--- config.mk ---
export PLATFORM = sky130hd
export DESIGN_NAME = cfsf_sqrt
export DESIGN_NICKNAME = d
export VERILOG_FILES = /design/src/rtl/contact_spring_force_macros.svh /design/src/rtl/cfsf_pkg.sv /design/src/rtl/cfsf_sqrt.sv
export SDC_FILE = /design/constraint.sdc
export NUM_CORES = 2
export LEC_CHECK = 0
export BUFFER_PORTS_ARGS = -buffer_cell sky130_fd_sc_hd__buf_2
export CELL_PAD_IN_SITES_DETAIL_PLACEMENT = 1
export CELL_PAD_IN_SITES_GLOBAL_PLACEMENT = 2
export CORE_MARGIN = 2
export CORE_UTILIZATION = 41
export DETAILED_ROUTE_END_ITERATION = 10
export PLACE_DENSITY_LB_ADDON = 0.1
export SLEW_MARGIN = 15
export SYNTH_ARGS = -nofsm -noshare
export SYNTH_HDL_FRONTEND = slang
export SYNTH_MEMORY_MAX_BITS = 65536
export SYNTH_SLANG_ARGS = --single-unit
--- constraint.sdc ---
create_clock -name clock -period 3.5 [get_ports clock]
set_clock_uncertainty 0.2 [all_clocks]
set_input_delay 0.7 -clock clock [delete_from_list [all_inputs] [get_ports clock]]
set_output_delay 0.7 -clock clock [all_outputs]
set_load 0.1 [all_outputs]
--- src/rtl/contact_spring_force_macros.svh ---
// Assertion macros for the contact spring force block.
// Included by the top level; no other dependencies.
`ifndef CONTACT_SPRING_FORCE_MACROS_SVH
`define CONTACT_SPRING_FORCE_MACROS_SVH

// same-cycle implication
`define CSF_ASSERT_IMP(label, clk, rst, ante, cons, msg) \
   label: assert property (@(posedge clk) disable iff (rst) (ante) |-> (cons)) \
      else $error(msg);

// next-cycle implication
`define CSF_ASSERT_NXT(label, clk, rst, ante, cons, msg) \
   label: assert property (@(posedge clk) disable iff (rst) (ante) |=> (cons)) \
      else $error(msg);

`endif

--- src/rtl/cfsf_pkg.sv ---
// Shared constants and types for the contact spring force block.
// No dependencies.
package cfsf_pkg;

   localparam int DIV_STEPS  = 34;
   localparam int DIV_DEN_W  = 33;
   localparam int DIV_NUM_W  = DIV_STEPS + DIV_DEN_W;
   localparam int DIV_REM_W  = DIV_DEN_W + 1;

   localparam int SQRT_STEPS = 32;
   localparam int SQRT_IN_W  = 2 * SQRT_STEPS;
   localparam int SQRT_REM_W = SQRT_STEPS + 3;

   localparam int ALIGN_LAT  = DIV_STEPS - SQRT_STEPS;
   // stage A, B, div, C, div, D, E, F, G, div, H, I
   localparam int PIPE_LAT   = 9 + 3 * DIV_STEPS;

   localparam int CSR_IDX_W  = 1;
   localparam int CSR_DATA_W = 32;

   typedef enum logic [CSR_IDX_W-1:0] {
      CSR_SPRING_CONSTANT = 1'b0,
      CSR_DAMPING_FACTOR  = 1'b1
   } csr_index_type;

   localparam logic [CSR_DATA_W-1:0] SPRING_RESET  = 32'h0001_0000;
   localparam logic [CSR_DATA_W-1:0] DAMPING_RESET = 32'h0001_0000;

   localparam logic [DIV_STEPS-1:0] ACC_CAP = 34'h1_FFFF_FFFF;

endpackage

--- src/rtl/cfsf_sqrt.sv ---
// Pipelined floor square root, one root bit per stage.
// Depends on cfsf_pkg.
module cfsf_sqrt
   import cfsf_pkg::*;
(
   input  logic                  clock,
   input  logic                  en,
   input  logic [SQRT_IN_W-1:0]  radicand,
   output logic [SQRT_STEPS-1:0] root
);

   logic [SQRT_REM_W-1:0] rem_ff  [SQRT_STEPS];
   logic [SQRT_REM_W-1:0] rem_in  [SQRT_STEPS];
   logic [SQRT_STEPS-1:0] root_ff [SQRT_STEPS];
   logic [SQRT_STEPS-1:0] root_in [SQRT_STEPS];
   logic [SQRT_IN_W-1:0]  bits_ff [SQRT_STEPS];
   logic [SQRT_IN_W-1:0]  bits_in [SQRT_STEPS];

   always_comb begin
      logic [SQRT_REM_W-1:0] rem_prev;
      logic [SQRT_STEPS-1:0] root_prev;
      logic [SQRT_IN_W-1:0]  bits_prev;
      logic [SQRT_REM_W-1:0] shifted;
      logic [SQRT_REM_W-1:0] trial;
      for (int s = 0; s < SQRT_STEPS; s++) begin
         if (s == 0) begin
            rem_prev  = '0;
            root_prev = '0;
            bits_prev = radicand;
         end else begin
            rem_prev  = rem_ff[s-1];
            root_prev = root_ff[s-1];
            bits_prev = bits_ff[s-1];
         end
         shifted = {rem_prev[SQRT_REM_W-3:0], bits_prev[SQRT_IN_W-1 -: 2]};
         trial   = {1'b0, root_prev, 2'b01};
         if (shifted >= trial) begin
            rem_in[s]  = shifted - trial;
            root_in[s] = {root_prev[SQRT_STEPS-2:0], 1'b1};
         end else begin
            rem_in[s]  = shifted;
            root_in[s] = {root_prev[SQRT_STEPS-2:0], 1'b0};
         end
         bits_in[s] = {bits_prev[SQRT_IN_W-3:0], 2'b00};
      end
   end

   always_ff @(posedge clock) begin
      if (en) begin
         for (int s = 0; s < SQRT_STEPS; s++) begin
            rem_ff[s]  <= rem_in[s];
            root_ff[s] <= root_in[s];
            bits_ff[s] <= bits_in[s];
         end
      end
   end

   assign root = root_ff[SQRT_STEPS-1];

endmodule

==> flow_summary_export.csv <==
group,metric,value,unit
cts,cts_buffers,289,
drt,drt_iter0_markers,3716,
drt,dr.pass1.iters,7,
drt,routed_via_density,5.18,
floorplanning,die_w,537,µm
pwr,p_switching,0.0268,W
setup_path,crit_slowest_cell,"or4_4",
synth,synthMostInstantiatedCell,"edfxtp_1",
finish,syn_to_final_growth,20.1,%
drt,wl_per_cell,20.1,µm
setup_path,start_kind,"flop",
worst_hold_path,hold_path.class,"flop to flop",
synth,yosys-top-cells-count,"2494 x edfxtp_1, 717 x inv_1, 593 x a21oi_1",
setup_path,cp_cell_sequence,"or4_4 -> or3_4 -> or4_4 -> or3_4 -> nor3_4 -> o2111ai_4 -> buf_12 -> and4b_1 -> or3_1",
cts,clock-sinks,2494,
cts,htreeDepth,5,
sta,period_minus_slack,3580,ps
setup_path,rr_worst_depth,9,
global_routing,grt_pass1_wl,440000,µm
run_status,run_status,"complete, but fails checks",
finish,drive_gt1_frac,0.177,
worst_hold_path,hold_depth,0,
setup_path,slowest_delay,550,ps
pwr,pwr-share-seq,0.443,
sta,drv_slew,0,
global_routing,antenna_found_initial,2,
pwr,vdd_drop_max,0.430,mV
placement,gp_congestion,0.847,
synth,ys_types,92,
setup_path,cp_data_arrival_time,4010,ps
synth,synth_cells,8997,
floorplanning,dieArea,288000,µm²
global_routing,gr-usage-all-layers,0.193,
placement,placedCellCount,13425,
synth,async_reset_ff_frac,0,
floorplanning,die_y,537,µm
drt,drcViolationCount,0,
synth,synth-edff-count,2494,
pwr,p_clk_frac,0.325,
drt,met3_length,6850,µm
drt,route.met2.wl,141000,µm
setup_path,worst-r2r-setup-slack,-80,ps
synth,syn_area,116000,µm²
synth,yosys.area.top_type,"edfxtp_1",
cts,clkLatencyLatePin,900,ps
floorplanning,initial_core_util,0.412,
job,drv_cap,0,
cts,cts.clk_slew.worst_paths,60,ps
pwr,leakage,54.5,nW
floorplanning,core_area,283000,µm²
sta,setup_violations,39,
synth,synthTopCellsByArea,"edfxtp_1 64%, ha_1 6.0%, xnor2_1 3.1%",
synth,synth-seq-area-share,0.643,
setup_path,worstPathMaxFanout,5,
finish,fillers,28593,
finish,fin_cells,14077,
pwr,p_per_area,654,nW/µm²
pwr,p_int,0.0646,W
synth,ys_warn_count,0,
floorplanning,num_rows,195,
setup_path,r2r-start,"rem_ff[0][545]$_DFFE_PP_",
setup_path,r2r-end,"rem_ff[1][15]$_DFFE_PP_",
drt,ant_nets,0,
setup_path,end_kind,"flop",
drt,top_layer,"met4",
placement,dpl.hpwl,209000,µm
pwr,swShare,0.293,
sta,finalWorstSetupSlack,-82.1,ps
sta,setup_tns,-1330,ps
sta,fmax,0.279,GHz
synth,yosysTopAreaCellShare,0.643,
setup_path,crit_required,3920,ps
sta,relSlewSlack,0.524,
worst_hold_path,min_to,"bits_ff[0][539]$_DFFE_PP_",
global_routing,first_global_vias,76914,
cts,cts_buffer_depth,4,
pwr,comb_power_share,0.232,
sta,tightest_slew,708,ps
sta,finalHoldViolations,0,
run_status,failed_checks,"setup timing",
sta,period_share,1.02,
drt,routed_wl,283000,µm
placement,port_buffers,97,
cts,cts_root_buf,"clkbuf_16",
synth,synthFlopType,"edfxtp_1",
global_routing,overflow,0,
floorplanning,io-pin-count,98,
cts,cts_tree,"yes",
finish,nets,10742,
synth,synth-seq-cells,2494,
synth,syn_area_per_cell,12.9,µm²
drt,vias,72935,
synth,syn_nets,9624,
drt,wl_met1,128000,µm
global_routing,grt_max_degree,113,
worst_hold_path,holdCritStartpoint,"bits_ff[0][475]$_DFFE_PP_",
sta,rsz0062_at_grt,"yes",
setup_path,critPathKind,"flop to flop",
[layer usage]
metal  vias up  track usage
met5         -            0
met4         0       0.0529
met3       425       0.0189
met2       814        0.338
met1     36188        0.255
li1      35508            -
[critical path, delay by kind of cell, from the launching register on]
family	cells	cell delay (ps)
and+or+nand+nor	7	2370
DFF	1	390
buffers and inverters	1	170
AOI/OAI and AO/OA	1	150
[registers in the layout (all words and copies together) (netlist names)]
register and cells:
rem_ff 974, bits_ff 992, root_ff 528
[worst max-delay path by stage]
stage                     depth (start not counted)                  endpoint                     start
after floorplan                                  10  rem_ff[0][234]$_DFFE_PP_  rem_ff[0][193]$_DFFE_PP_
after global placement                           16  rem_ff[1][283]$_DFFE_PP_  rem_ff[1][249]$_DFFE_PP_
after detailed placement                         16  rem_ff[1][284]$_DFFE_PP_  rem_ff[1][249]$_DFFE_PP_
after CTS                                         8   rem_ff[1][15]$_DFFE_PP_  rem_ff[0][545]$_DFFE_PP_
after global routing                              9   rem_ff[1][15]$_DFFE_PP_  rem_ff[0][545]$_DFFE_PP_
final                                             9   rem_ff[1][15]$_DFFE_PP_  rem_ff[0][545]$_DFFE_PP_
[placed cells by master (no fill, tap or decap), types with 28 or more instances in the layout]
cell type,synthesis,routed
o31ai_1,49,39
o21ai_0,406,356
clkinv_2,0,48
edfxtp_1,2494,2494
nand3b_1,31,31
clkbuf_1,153,46
nand2_1,564,564
o211ai_1,33,33
nor2b_1,81,79
ha_1,561,539
clkbuf_16,0,294
nor3_1,224,205
inv_1,717,712
nand4_1,83,83
a21o_1,257,257
nand3_1,173,167
or3_1,80,72
nor4_1,111,87
o21a_1,93,92
xnor2_1,416,415
a21oi_1,593,566
a31oi_1,38,35
buf_12,0,54
or4_1,53,43
bufinv_16,0,28
or2_2,50,49
clkinv_1,1,45
nand2b_1,102,101
o21ai_1,1,38
xor2_1,381,379
nor2_1,571,559
mux2_2,97,90
and3_1,67,60
dlygate4sd3_1,0,66
buf_2,10,97
a211oi_1,54,36
buf_4,32,797
o21bai_1,54,53
[kinds of logic (layout without fill, tap and decap cells)]
kind of cell | count (synthesis) | after routing | synth area share
AO/OA/AOI/OAI | 1787 | 1788 | 0.0959
XOR/XNOR | 797 | 797 | 0.0599
adder cells (fa/ha/maj) | 561 | 561 | 0.0603
buffers and inverters | 928 | 2262 | 0.0312
flip-flops | 2494 | 2494 | 0.643
multiplexers | 109 | 109 | 0.0104
other | 1 | 3 | 0.0000322
AND/OR/NAND/NOR | 2320 | 2320 | 0.0994
[layout make-up]
type | count | area (µm²) | share of cell area
multi-input combinational | 5576 | 39800 | 0.284
clock inverter | 172 | 1870 | 0.0134
antenna | 2 | 5.00 | 0.0000358
clock buffer | 336 | 7430 | 0.0531
timing repair buffer | 1035 | 8520 | 0.0609
sequential | 2494 | 74900 | 0.535
inverter | 719 | 2710 | 0.0193
tap | 3743 | 4680 | 0.0335
[power groups by stage]
| stage | combinational, W | clock (W) | sequential (W) |
|---|---|---|---|
| 5_1_grt | 0.0235 | 0.0317 | 0.0409 |
| 3_3_place_gp | 0.0197 | 0 | 0.0410 |
| 6_report | 0.0212 | 0.0297 | 0.0405 |
| 2_1_floorplan | 0.0133 | 0 | 0.0397 |
| 4_1_cts | 0.0206 | 0.0307 | 0.0405 |
| 3_5_place_dp | 0.0202 | 0 | 0.0411 |
[per-stage QoR]
| step | power [W] | worst slack, ps | instance area, µm² | hold WS (ps) | utilization |
|---|---|---|---|---|---|
| 6_report | 0.0914 | -82.1 | 140000 | 203 | 0.495 |
| 3_3_place_gp | 0.0608 | -440 | 127000 | 200 | 0.451 |
| 4_1_cts | 0.0918 | -81.9 | 138000 | 202 | 0.489 |
| 5_1_grt | 0.0961 | -197 | 140000 | 210 | 0.495 |
| 3_5_place_dp | 0.0612 | -372 | 127000 | 205 | 0.451 |
| 2_1_floorplan | 0.0529 | -65.8 | 117000 | 200 | - |
[repair_timing]
| action | 4_1_cts | 5_1_grt |
|---|---|---|
| gates cloned | 1 | 8 |
| pin swaps | 25 | 72 |
| hold endpoints to repair | 66 | 0 |
| setup buffers | 18 | 51 |
| resized for setup | 110 | 274 |
| hold buffers | 66 | 0 |
| setup endpoints to repair | 257 | 547 |
No activity file was read; power rests on OpenSTA's default activity.
